`config.mk`:
```
export PLATFORM = sky130hd
export DESIGN_NAME = alpha_blend_pixel_pack_unit_flat
export DESIGN_NICKNAME = d
export VERILOG_FILES = /design/src/design/apbp_pkg.sv /design/src/design/apbp_in_if.sv /design/src/design/apbp_out_if.sv /design/src/design/alpha_blend_pixel_pack_unit.sv /design/src/design/apbp_chan_scale.sv /design/src/flat_wrapper.sv
export SDC_FILE = /design/constraint.sdc
export NUM_CORES = 2
export LEC_CHECK = 0
export ABC_AREA = 1
export BUFFER_PORTS_ARGS = -buffer_cell sky130_fd_sc_hd__buf_4
export CORE_ASPECT_RATIO = 1.75
export CORE_MARGIN = 3
export CORE_UTILIZATION = 55
export CTS_CLUSTER_SIZE = 25
export DETAILED_ROUTE_END_ITERATION = 10
export PLACE_DENSITY = 0.78
export SYNTH_ARGS = -nofsm -noshare
export SYNTH_HDL_FRONTEND = slang
export SYNTH_SLANG_ARGS = --single-unit
```
`constraint.sdc`:
```
create_clock -name clk_i -period 6.8 [get_ports clk_i]
set_clock_uncertainty 0.15 [all_clocks]
set_input_delay 1.02 -clock clk_i [delete_from_list [all_inputs] [get_ports clk_i]]
set_output_delay 1.02 -clock clk_i [all_outputs]
set_load 0.05 [all_outputs]
```
`src/design/apbp_pkg.sv`:
```
// Shared types and constants for the alpha blend pixel pack unit.
`timescale 1ns / 1ps
package apbp_pkg;

  localparam int unsigned CfgIdxW  = 3;
  localparam int unsigned CfgDataW = 5;

  typedef enum logic [CfgIdxW-1:0] {
    CFG_SRC_BPP     = 3'd0,
    CFG_RED_BITS    = 3'd1,
    CFG_GREEN_BITS  = 3'd2,
    CFG_BLUE_BITS   = 3'd3,
    CFG_RED_SHIFT   = 3'd4,
    CFG_GREEN_SHIFT = 3'd5,
    CFG_BLUE_SHIFT  = 3'd6
  } cfg_idx_e;

  localparam logic [2:0] BPP_RGB  = 3'd3;
  localparam logic [2:0] BPP_RGBA = 3'd4;

  localparam logic [7:0] ALPHA_OPAQUE = 8'hFF;
  localparam logic [7:0] ALPHA_CLEAR  = 8'h00;

  typedef logic [7:0]  chan_t;
  typedef logic [14:0] quot_t;
  typedef logic [22:0] prod_t;

  typedef struct packed {
    logic mul_en;
    logic div_en;
  } scale_en_t;

endpackage

```
`src/design/apbp_in_if.sv`:
```
// Input channel: source pixel and destination pixel word.
`timescale 1ns / 1ps
interface apbp_in_if;
  logic        valid;
  logic        ready;
  logic [7:0]  src_blue;
  logic [7:0]  src_green;
  logic [7:0]  src_red;
  logic [7:0]  src_alpha;
  logic [31:0] background_pixel;

  modport source (
    output valid, src_blue, src_green, src_red, src_alpha, background_pixel,
    input  ready
  );
  modport sink (
    input  valid, src_blue, src_green, src_red, src_alpha, background_pixel,
    output ready
  );
endinterface

```
`src/design/apbp_out_if.sv`:
```
// Output channel: packed framebuffer color word.
`timescale 1ns / 1ps
interface apbp_out_if;
  logic        valid;
  logic        ready;
  logic [31:0] packed_color;

  modport source (
    output valid, packed_color,
    input  ready
  );
  modport sink (
    input  valid, packed_color,
    output ready
  );
endinterface

```
`src/design/alpha_blend_pixel_pack_unit.sv`:
```
// Top level: alpha blend of a source pixel over the frame and packing to framebuffer format.
`timescale 1ns / 1ps
// Takes one pixel per clock when the output is not stalled and returns its
// packed color through a four-stage pipeline (blend, channel multiply, divide
// by 255, shift and merge); each stage holds its word under back-pressure,
// and empty stages still accept. Pixels with alpha 0 in 4-byte mode, or with
// a source size other than 3 or 4, produce no output word. The user must
// write configuration only while idle; the block does not enforce it.
module alpha_blend_pixel_pack_unit
  import apbp_pkg::*;
(
  input  logic                clk_i,
  input  logic                rst_ni,
  input  logic                cfg_we_i,
  input  logic [CfgIdxW-1:0]  cfg_idx_i,
  input  logic [CfgDataW-1:0] cfg_data_i,
  apbp_in_if.sink             pix_in,
  apbp_out_if.source          pix_out
);

  logic [2:0] src_bpp_q;
  logic [3:0] red_bits_q, green_bits_q, blue_bits_q;
  logic [4:0] red_shift_q, green_shift_q, blue_shift_q;

  always_ff @(posedge clk_i or negedge rst_ni) begin
    if (!rst_ni) begin
      src_bpp_q     <= BPP_RGBA;
      red_bits_q    <= 4'd8;
      green_bits_q  <= 4'd8;
      blue_bits_q   <= 4'd8;
      red_shift_q   <= 5'd16;
      green_shift_q <= 5'd8;
      blue_shift_q  <= 5'd0;
    end else if (cfg_we_i) begin
      case (cfg_idx_e'(cfg_idx_i))
        CFG_SRC_BPP:     src_bpp_q     <= cfg_data_i[2:0];
        CFG_RED_BITS:    red_bits_q    <= cfg_data_i[3:0];
        CFG_GREEN_BITS:  green_bits_q  <= cfg_data_i[3:0];
        CFG_BLUE_BITS:   blue_bits_q   <= cfg_data_i[3:0];
        CFG_RED_SHIFT:   red_shift_q   <= cfg_data_i;
        CFG_GREEN_SHIFT: green_shift_q <= cfg_data_i;
        CFG_BLUE_SHIFT:  blue_shift_q  <= cfg_data_i;
        default: ;
      endcase
    end
  end

  function automatic chan_t blend(input chan_t fg, input chan_t bg, input chan_t a);
    logic [8:0]  w;
    logic [16:0] mix;
    w   = {1'b0, a} + 9'd1;
    mix = ({9'd0, fg} * {8'd0, w}) + ({9'd0, bg} * {9'd0, ~a});
    return mix[15:8];
  endfunction

  logic v1_q, v2_q, v3_q, v4_q;
  logic rdy1, rdy2, rdy3, rdy4;
  logic in_acc, keep, pass;
  chan_t r1_q, g1_q, b1_q;
  chan_t r1_d, g1_d, b1_d;
  quot_t rq, gq, bq;
  logic [31:0] color_d, color_q;
  scale_en_t scale_en;

  assign rdy4 = !v4_q || pix_out.ready;
  assign rdy3 = !v3_q || rdy4;
  assign rdy2 = !v2_q || rdy3;
  assign rdy1 = !v1_q || rdy2;

  assign pix_in.ready = rdy1;
  assign in_acc       = pix_in.valid && rdy1;

  assign pass = (src_bpp_q == BPP_RGB) || (pix_in.src_alpha == ALPHA_OPAQUE);
  assign keep = (src_bpp_q == BPP_RGB) ||
                ((src_bpp_q == BPP_RGBA) && (pix_in.src_alpha != ALPHA_CLEAR));

  always_comb begin
    if (pass) begin
      r1_d = pix_in.src_red;
      g1_d = pix_in.src_green;
      b1_d = pix_in.src_blue;
    end else begin
      r1_d = blend(pix_in.src_red,   pix_in.background_pixel[23:16], pix_in.src_alpha);
      g1_d = blend(pix_in.src_green, pix_in.background_pixel[15:8],  pix_in.src_alpha);
      b1_d = blend(pix_in.src_blue,  pix_in.background_pixel[7:0],   pix_in.src_alpha);
    end
  end

  always_ff @(posedge clk_i or negedge rst_ni) begin
    if (!rst_ni) begin
      v1_q <= 1'b0;
      v2_q <= 1'b0;
      v3_q <= 1'b0;
      v4_q <= 1'b0;
    end else begin
      if (rdy1) v1_q <= pix_in.valid && keep;
      if (rdy2) v2_q <= v1_q;
      if (rdy3) v3_q <= v2_q;
      if (rdy4) v4_q <= v3_q;
    end
  end

  always_ff @(posedge clk_i) begin
    if (in_acc) begin
      r1_q <= r1_d;
      g1_q <= g1_d;
      b1_q <= b1_d;
    end
    if (rdy4 && v3_q) begin
      color_q <= color_d;
    end
  end

  assign scale_en.mul_en = rdy2 && v1_q;
  assign scale_en.div_en = rdy3 && v2_q;

  apbp_chan_scale u_scale_r (
    .clk_i  (clk_i),
    .en_i   (scale_en),
    .chan_i (r1_q),
    .bits_i (red_bits_q),
    .quot_o (rq)
  );

  apbp_chan_scale u_scale_g (
    .clk_i  (clk_i),
    .en_i   (scale_en),
    .chan_i (g1_q),
    .bits_i (green_bits_q),
    .quot_o (gq)
  );

  apbp_chan_scale u_scale_b (
    .clk_i  (clk_i),
    .en_i   (scale_en),
    .chan_i (b1_q),
    .bits_i (blue_bits_q),
    .quot_o (bq)
  );

  assign color_d = ({17'd0, rq} << red_shift_q)
                 | ({17'd0, gq} << green_shift_q)
                 | ({17'd0, bq} << blue_shift_q);

  assign pix_out.valid        = v4_q;
  assign pix_out.packed_color = color_q;

  a_bad_bpp_drops: assert property (@(posedge clk_i) disable iff (!rst_ni)
    (in_acc && src_bpp_q != BPP_RGB && src_bpp_q != BPP_RGBA) |=> !v1_q)
    else $error("word with unsupported source size entered pipeline");

  a_clear_alpha_drops: assert property (@(posedge clk_i) disable iff (!rst_ni)
    (in_acc && src_bpp_q == BPP_RGBA && pix_in.src_alpha == ALPHA_CLEAR) |=> !v1_q)
    else $error("transparent pixel entered pipeline");

  a_rgb_pass: assert property (@(posedge clk_i) disable iff (!rst_ni)
    (in_acc && src_bpp_q == BPP_RGB) |=>
      (v1_q && r1_q == $past(pix_in.src_red) && g1_q == $past(pix_in.src_green) &&
       b1_q == $past(pix_in.src_blue)))
    else $error("opaque source color altered in blend stage");

  a_stage3_holds: assert property (@(posedge clk_i) disable iff (!rst_ni)
    (v3_q && !rdy4) |=> v3_q)
    else $error("stalled word lost in divide stage");

endmodule

```
`src/design/apbp_chan_scale.sv`:
```
// Two-stage channel rescale: c * (2^bits - 1), then divide by 255.
`timescale 1ns / 1ps
module apbp_chan_scale
  import apbp_pkg::*;
(
  input  logic      clk_i,
  input  scale_en_t en_i,
  input  chan_t     chan_i,
  input  logic [3:0] bits_i,
  output quot_t     quot_o
);

  logic [14:0] maxv;
  prod_t       prod_d, prod_q;
  logic [23:0] sum;
  logic [15:0] q_est;
  logic [23:0] rem;
  quot_t       quot_d, quot_q;

  assign maxv   = 15'((16'd1 << bits_i) - 16'd1);
  assign prod_d = {15'd0, chan_i} * {8'd0, maxv};

  // estimate is exact or one low; remainder check fixes it
  assign sum    = {1'b0, prod_q} + {9'd0, prod_q[22:8]} + {17'd0, prod_q[22:16]};
  assign q_est  = sum[23:8];
  assign rem    = {1'b0, prod_q} - (({q_est, 8'd0}) - {8'd0, q_est});
  assign quot_d = (rem >= 24'd255) ? quot_t'(q_est + 16'd1) : quot_t'(q_est);

  always_ff @(posedge clk_i) begin
    if (en_i.mul_en) begin
      prod_q <= prod_d;
    end
    if (en_i.div_en) begin
      quot_q <= quot_d;
    end
  end

  assign quot_o = quot_q;

endmodule
```
`src/flat_wrapper.sv`:
```
// flat-port wrapper written by rule: the top's interface ports become plain ports
module alpha_blend_pixel_pack_unit_flat import apbp_pkg::*;
  (clk_i, rst_ni, cfg_we_i, cfg_idx_i, cfg_data_i, pix_in_valid, pix_in_src_blue, pix_in_src_green, pix_in_src_red, pix_in_src_alpha, pix_in_background_pixel, pix_in_ready, pix_out_valid, pix_out_packed_color, pix_out_ready);
  apbp_in_if pix_in_i ();
  apbp_out_if pix_out_i ();
  input  logic clk_i;
  input  logic rst_ni;
  input  logic cfg_we_i;
  input  logic [CfgIdxW-1:0] cfg_idx_i;
  input  logic [CfgDataW-1:0] cfg_data_i;
  input wire logic [$bits(pix_in_i.valid)-1:0] pix_in_valid;
  input wire logic [$bits(pix_in_i.src_blue)-1:0] pix_in_src_blue;
  input wire logic [$bits(pix_in_i.src_green)-1:0] pix_in_src_green;
  input wire logic [$bits(pix_in_i.src_red)-1:0] pix_in_src_red;
  input wire logic [$bits(pix_in_i.src_alpha)-1:0] pix_in_src_alpha;
  input wire logic [$bits(pix_in_i.background_pixel)-1:0] pix_in_background_pixel;
  output wire logic [$bits(pix_in_i.ready)-1:0] pix_in_ready;
  output wire logic [$bits(pix_out_i.valid)-1:0] pix_out_valid;
  output wire logic [$bits(pix_out_i.packed_color)-1:0] pix_out_packed_color;
  input wire logic [$bits(pix_out_i.ready)-1:0] pix_out_ready;
  assign pix_in_i.valid = pix_in_valid;
  assign pix_in_i.src_blue = pix_in_src_blue;
  assign pix_in_i.src_green = pix_in_src_green;
  assign pix_in_i.src_red = pix_in_src_red;
  assign pix_in_i.src_alpha = pix_in_src_alpha;
  assign pix_in_i.background_pixel = pix_in_background_pixel;
  assign pix_in_ready = pix_in_i.ready;
  assign pix_out_valid = pix_out_i.valid;
  assign pix_out_packed_color = pix_out_i.packed_color;
  assign pix_out_i.ready = pix_out_ready;
  alpha_blend_pixel_pack_unit u_core (.clk_i(clk_i), .rst_ni(rst_ni), .cfg_we_i(cfg_we_i), .cfg_idx_i(cfg_idx_i), .cfg_data_i(cfg_data_i), .pix_in(pix_in_i), .pix_out(pix_out_i));
endmodule
```
======== After elaboration in Yosys (flattened, before gate mapping) ========
Cells that the tools add are included.
storage, ports and cells
  register bits after elaboration ......... 204
  bits in latches ......................... 0
  memory bits (writable) .................. 0
  bits in read-only memories .............. 0
  bits of input ports ..................... 77
  output and inout port bits .............. 34
  word-level logic and storage cells ...... 104
  memories ................................ 0
operators by class
  add/subtract/negate cells ............... 22
  multipliers ............................. 9
  div/mod/pow operators ................... 0
  $lt $le $gt $ge ......................... 3
  eq/ne operators ......................... 9
  shift-type cells ........................ 6
  mux-type cells .......................... 6
  bitwise operators ....................... 3
  reductions and logical operators ........ 25
operators by type and width
  kind                                                                    number
  15-bit by 5-bit << shifter with 32-bit output                           3
  23-bit by 15-bit adder with 24-bit output                               3
  24-bit by 7-bit adder with 24-bit output                                3
  24-bit by 8-bit >= comparator with 1-bit output, second input constant  3
  23-bit by 24-bit subtractor with 24-bit output                          3
  24-bit by 16-bit subtractor with 24-bit output                          3
  8-bit by 15-bit multiplier with 23-bit output                           3
  32-bit bitwise OR                                                       2
  16-bit adder                                                            3
  8-bit by 8-bit multiplier with 16-bit output                            3
  8-bit by 9-bit multiplier with 16-bit output                            3
  15-bit by 1-bit adder with 15-bit output, second input constant         3
  15-bit two-way mux                                                      3
  1-bit by 4-bit << shifter with 15-bit output, first input constant      3
  15-bit by 1-bit subtractor with 15-bit output, second input constant    3
  8-bit two-way mux                                                       3
  2-bit AND reduction                                                     7
  3-bit == test, second input constant                                    4
  8-bit by 1-bit adder with 9-bit output, second input constant           1
  3-bit by 2-bit == test with 1-bit output, second input constant         3
  8-bit == test, second input constant                                    1
  8-bit NOT                                                               1
  8-bit nonzero test                                                      1
  1-bit logical AND                                                       6
  4 further kinds                                                         12

======== Depth between registers and ports, before layout ========
  depth after elaboration ................. 6
  gate-level depth with buffers ........... 40
  depth with buffers taken out ............ 38

======== By module ========
Synthesis repeated with hierarchy kept, for this count alone.
second synthesis, totals
  cell total of the unflattened synthesis .. 6860
  area, all modules ....................... 47835.9 um^2
by module, submodules not included
  module                              times used  cells an instance  area each (um^2)  seq. area each (um^2)
  alpha_blend_pixel_pack_unit         1           2895               20573.5           2539.9
  apbp_chan_scale (u_core.u_scale_r)  1           1345               9181.3            1141.1
  apbp_chan_scale (u_core.u_scale_g)  1           1307               9053.7            1141.1
  apbp_chan_scale (u_core.u_scale_b)  1           1313               9027.4            1141.1

======== Worst setup path before layout ========
Ideal clock, no wire load.
  path kind ............................... in2reg
  from .................................... input port pix_in_src_alpha[2]
  to ...................................... register u_core.g1_q[5], data pin
  setup time .............................. 265 ps
  arrival ................................. 6945 ps
  required time ........................... 6385 ps
  setup slack ............................. -559 ps
  stages on the path ...................... 29
  path buffers ............................ 2
  path through ............................ buf_2 inv_1 nor3_1 nand2_1 nor3_1 inv_1 o21ai_1 nand2_1 inv_2 buf_2 nand2_1 fa_1 inv_1 fa_1 inv_1 fa_1 fa_1 fa_1 fa_1 inv_1 ha_1 nand2_1 a21oi_1 a211oi_1 nand3_1 a31o_2 or2_2 nand3_1 o21ai_0
between the ends
  cells in the longest elaborated chain, start to end .. 4
  elaborated cells between the ends (all ways) .. 8
  classes of those cells .................. add/sub (2); mul (2); eq/ne (1); mux (1); bitwise (1); reduce/logical (1)
RTL lines
  item                                                                                                                 line                                                                  text
  start, declared                                                                                                      flat_wrapper.sv:15                                                    input wire logic [$bits(pix_in_i.src_alpha)-1:0] pix_in_src_alpha;
  8-bit by 1-bit adder with 9-bit output / 8-bit NOT (equally long branches)                                           alpha_blend_pixel_pack_unit.sv:51, alpha_blend_pixel_pack_unit.sv:52
  8-bit by 9-bit multiplier with 16-bit output / 8-bit by 8-bit multiplier with 16-bit output (equally long branches)  alpha_blend_pixel_pack_unit.sv:52                                     mix = ({9'd0, fg} * {8'd0, w}) + ({9'd0, bg} * {9'd0, ~a});
  16-bit adder                                                                                                         alpha_blend_pixel_pack_unit.sv:52
  8-bit two-way mux *                                                                                                  alpha_blend_pixel_pack_unit.sv:78                                     if (pass) begin
  net u_core.g1_d[5]                                                                                                   alpha_blend_pixel_pack_unit.sv:60                                     chan_t r1_d, g1_d, b1_d;
  end signal, assigned                                                                                                 alpha_blend_pixel_pack_unit.sv:106                                    g1_q <= g1_d;
  end, declared                                                                                                        alpha_blend_pixel_pack_unit.sv:59                                     chan_t r1_q, g1_q, b1_q;
The timed path passes the listed nets; every way through them passes the cells marked *.
A chain may end at the register's enable or synchronous reset.

======== Final worst setup path ========
  from .................................... input port pix_in_src_alpha[0]
  to ...................................... register u_core.b1_q[7], data pin
between the ends
  cells in the longest elaborated chain, start to end .. 4
  elaborated cells between the ends (all ways) .. 8
  classes of those cells .................. add/sub (2); mul (2); eq/ne (1); mux (1); bitwise (1); reduce/logical (1)
RTL lines
  item                                                                                                                 line                                                                  text
  8-bit by 1-bit adder with 9-bit output / 8-bit NOT (equally long branches)                                           alpha_blend_pixel_pack_unit.sv:51, alpha_blend_pixel_pack_unit.sv:52
  8-bit by 9-bit multiplier with 16-bit output / 8-bit by 8-bit multiplier with 16-bit output (equally long branches)  alpha_blend_pixel_pack_unit.sv:52
  16-bit adder                                                                                                         alpha_blend_pixel_pack_unit.sv:52
  8-bit two-way mux *                                                                                                  alpha_blend_pixel_pack_unit.sv:78
  net u_core.b1_d[7]                                                                                                   alpha_blend_pixel_pack_unit.sv:60
  end signal, assigned                                                                                                 alpha_blend_pixel_pack_unit.sv:107                                    b1_q <= b1_d;
  end, declared                                                                                                        alpha_blend_pixel_pack_unit.sv:59
Marks and branches as above.

==> qor.csv <==
metric,value,unit
ant_nets,0,
grt_max_degree,70,
avgSynthCellArea,7.21,µm²
setup_viol,0,
syn_area,45700,µm²
synth_top_cell_by_area,fa_1,
max_slew_margin,16.7,%
antenna_found_initial,3,
gp_congestion,1.06,
synthArstFlopShare,16.7,%
multi_input_area,34300,µm²
core_area,82300,µm²
crit_path_frequent_cell,fa_1,
max_cap_violations,0,
cts-root-buf,clkbuf_16,
final_cell_mix,"nand2_1, inv_1, nor2_1",
clk_latency,0.56,ns
synth_edf_count,170,
slew_violations,0,
routed.top_layer,met4,
path_buf_inv,8,
fillers,7432,
drtIter0Drc,2408,
firstDrtPassIters,6,
tns,0,ns
endpoint_kind,flip-flop,
fmax,0.152,GHz
clock_path_buffers,3,
cts_buffers,21,
area_growth_syn_to_layout,8.78,%
ff2ff_path_depth,27,
path_depth,28,
critPathKind,primary input to flip-flop,
die_w,224,µm
clk_pin_slew,0.07,ns
ys_seq_area_share,13.0,%
cp_slowest_cell,fa_1,
hpwlAfterDp,115000,µm
via_count,41700,
synth_top_flop_cell,edfxtp_1,
clock_sinks,204,
cpLargestDelayFamily,adder cells,
cp.arrival,6.68,ns
min_period_over_period,96.7,%
critPathMaxStageDelay,0.55,ns
timing.hold.ws,0.321,ns
wl_per_cell,17.8,µm
overflow,0,
wl_met2,71000,µm
post-route-util,60.5,%
worst_setup_path_start_kind,primary input,
grt_pass1_vias,43800,
portBuffers,102,
tightestPinTransition,1.24,ns
num_rows,139,
io_pins,111,
regArea,5960,µm²
crit_fanout,8,
synth_seq_cells,204,
die_h,388,µm
layout.nets,7675,
final_common_cell,nand2_1,
routed_wl,135000,µm
netlist_top_cells_area,"fa_1, nand2_1, ha_1, edfxtp_1, inv_1",
wl_met3,5930,µm
synth-warning-count,0,
place_ws,-0.503,ns
via_per_inst,5.49,
cts-htree-levels,1,
drive_gt1_share,7.32,%
hold_path_class,primary input to asynchronous set/reset pin,
synth_fp_nets,7496,
initial_core_util,55.6,%
cts_tree,yes,
grt_pass1_wl,215000,µm
die-area,86800,µm²
status,"finished, final reports clean",
grt.total_usage,31.2,%
wirelength_met1,43800,µm
synthCells,6346,
yosysUniqueCellTypes,63,
drc,0,
yosysTopAreaCellShare,25.2,%
hold_viol,0,
setup_ws,0.221,ns
fin_crit,6.58,ns
critical_path_required,6.90,ns
flip-flops by register name, indices dropped and copies added (netlist names), 15 cells and up:
name,count
u_core.u_scale_r.quot_o,15
u_core.u_scale_r.prod_q,23
u_core.u_scale_b.quot_o,15
u_core.pix_out.packed_color,32
u_core.u_scale_g.prod_q,23
u_core.u_scale_g.quot_o,15
u_core.u_scale_b.prod_q,23
repair_timing:
| action | 4_1_cts | 5_1_grt |
|---|---|---|
| hold buffers | 0 | 0 |
| resized for setup | 0 | 43 |
| buffers inserted | 0 | 6 |
| setup endpoints to repair | 0 | 19 |
path summary, 6_finish.rpt:
| path | start | end | slack (ns) |
|---|---|---|---|
| setup reg to reg | u_core.blue_bits_q[2] | u_core.u_scale_b.prod_q[18] | 0.38 |
| max in group asynchronous | rst_ni | u_core.red_bits_q[1] | 5.76 |
| hold / removal | rst_ni | u_core.blue_shift_q[1] | 0.32 |
| hold reg to reg | u_core.v2_q | u_core.v3_q | 0.34 |
| setup / recovery | pix_in_src_alpha[0] | u_core.b1_q[7] | 0.22 |
| min in group clk_i | u_core.v2_q | u_core.v3_q | 0.34 |
worst reg2reg max path, delay by kind of cell, from the launching register on:
kind / cells / cell delay (ns)
xor gates and xnor gates: 1 / 0.11
DFF: 1 / 0.49
buffers and inverters: 6 / 0.50
AOI/OAI and AO/OA: 3 / 0.78
and+or+nand+nor: 11 / 1.67
adders and majority gates: 6 / 2.47
cells in the mapped netlist, types with 10 or more instances:
cell,instances
o21ai_0,221
a21oi_1,184
o21bai_1,16
dfrtp_1,28
nor2_2,18
nor2_1,618
nor3_1,52
inv_2,20
buf_2,17
nand3b_1,18
or2_2,14
clkbuf_1,83
clkinv_1,17
edfxtp_1,170
nand2_1,1750
xor2_1,77
fa_1,576
a221oi_1,10
xnor2_1,72
inv_1,1343
and2_1,13
nand3_1,209
nand4_1,116
ha_1,497
a31oi_1,15
nand2_2,20
o22ai_1,10
buf_1,13
a21o_1,10
o21ai_1,12
logic make-up (layout without fill, tap and decap cells):
| logic type | Yosys count | after routing | share of synthesized area (%) |
|---|---|---|---|
| adders and majority gates | 1073 | 1073 | 38.8 |
| AOI/OAI and AO/OA | 544 | 544 | 6.71 |
| and+or+nand+nor | 2861 | 2861 | 25.8 |
| DFF | 204 | 204 | 13.0 |
| buffers and inverters | 1505 | 1699 | 12.6 |
| other | 0 | 2 | 0 |
| xor gates and xnor gates | 150 | 150 | 2.89 |
| muxes | 9 | 9 | 0.197 |
layer usage:
| layer | GRT usage [%] | vias up |
|---|---|---|
| met3 | 3.35 | 672 |
| met4 | 26.3 | 0 |
| met1 | 29.5 | 19600 |
| li1 | - | 19900 |
| met2 | 59.1 | 1495 |
| met5 | 0 | - |
per-stage QoR:
step	area (µm²)	cells
final	49800	7599
after global routing	49800	7597
after CTS	49500	7590
after detailed placement	48800	7552
after global placement	48800	7552
after floorplan	45900	6346
layout make-up:
cell class	count	share of cell area (%)
diodes	2	0.0101
clock buffers	22	1.06
clock inverters	16	0.355
inverters	1380	10.4
multi-input cells	4637	69.0
flip-flops and latches	204	12.0
well taps	1057	2.66
repair buffers	281	4.52
Power is not shown: default switching activity piles up to over one toggle a cycle in this logic, so the estimate is an artifact.
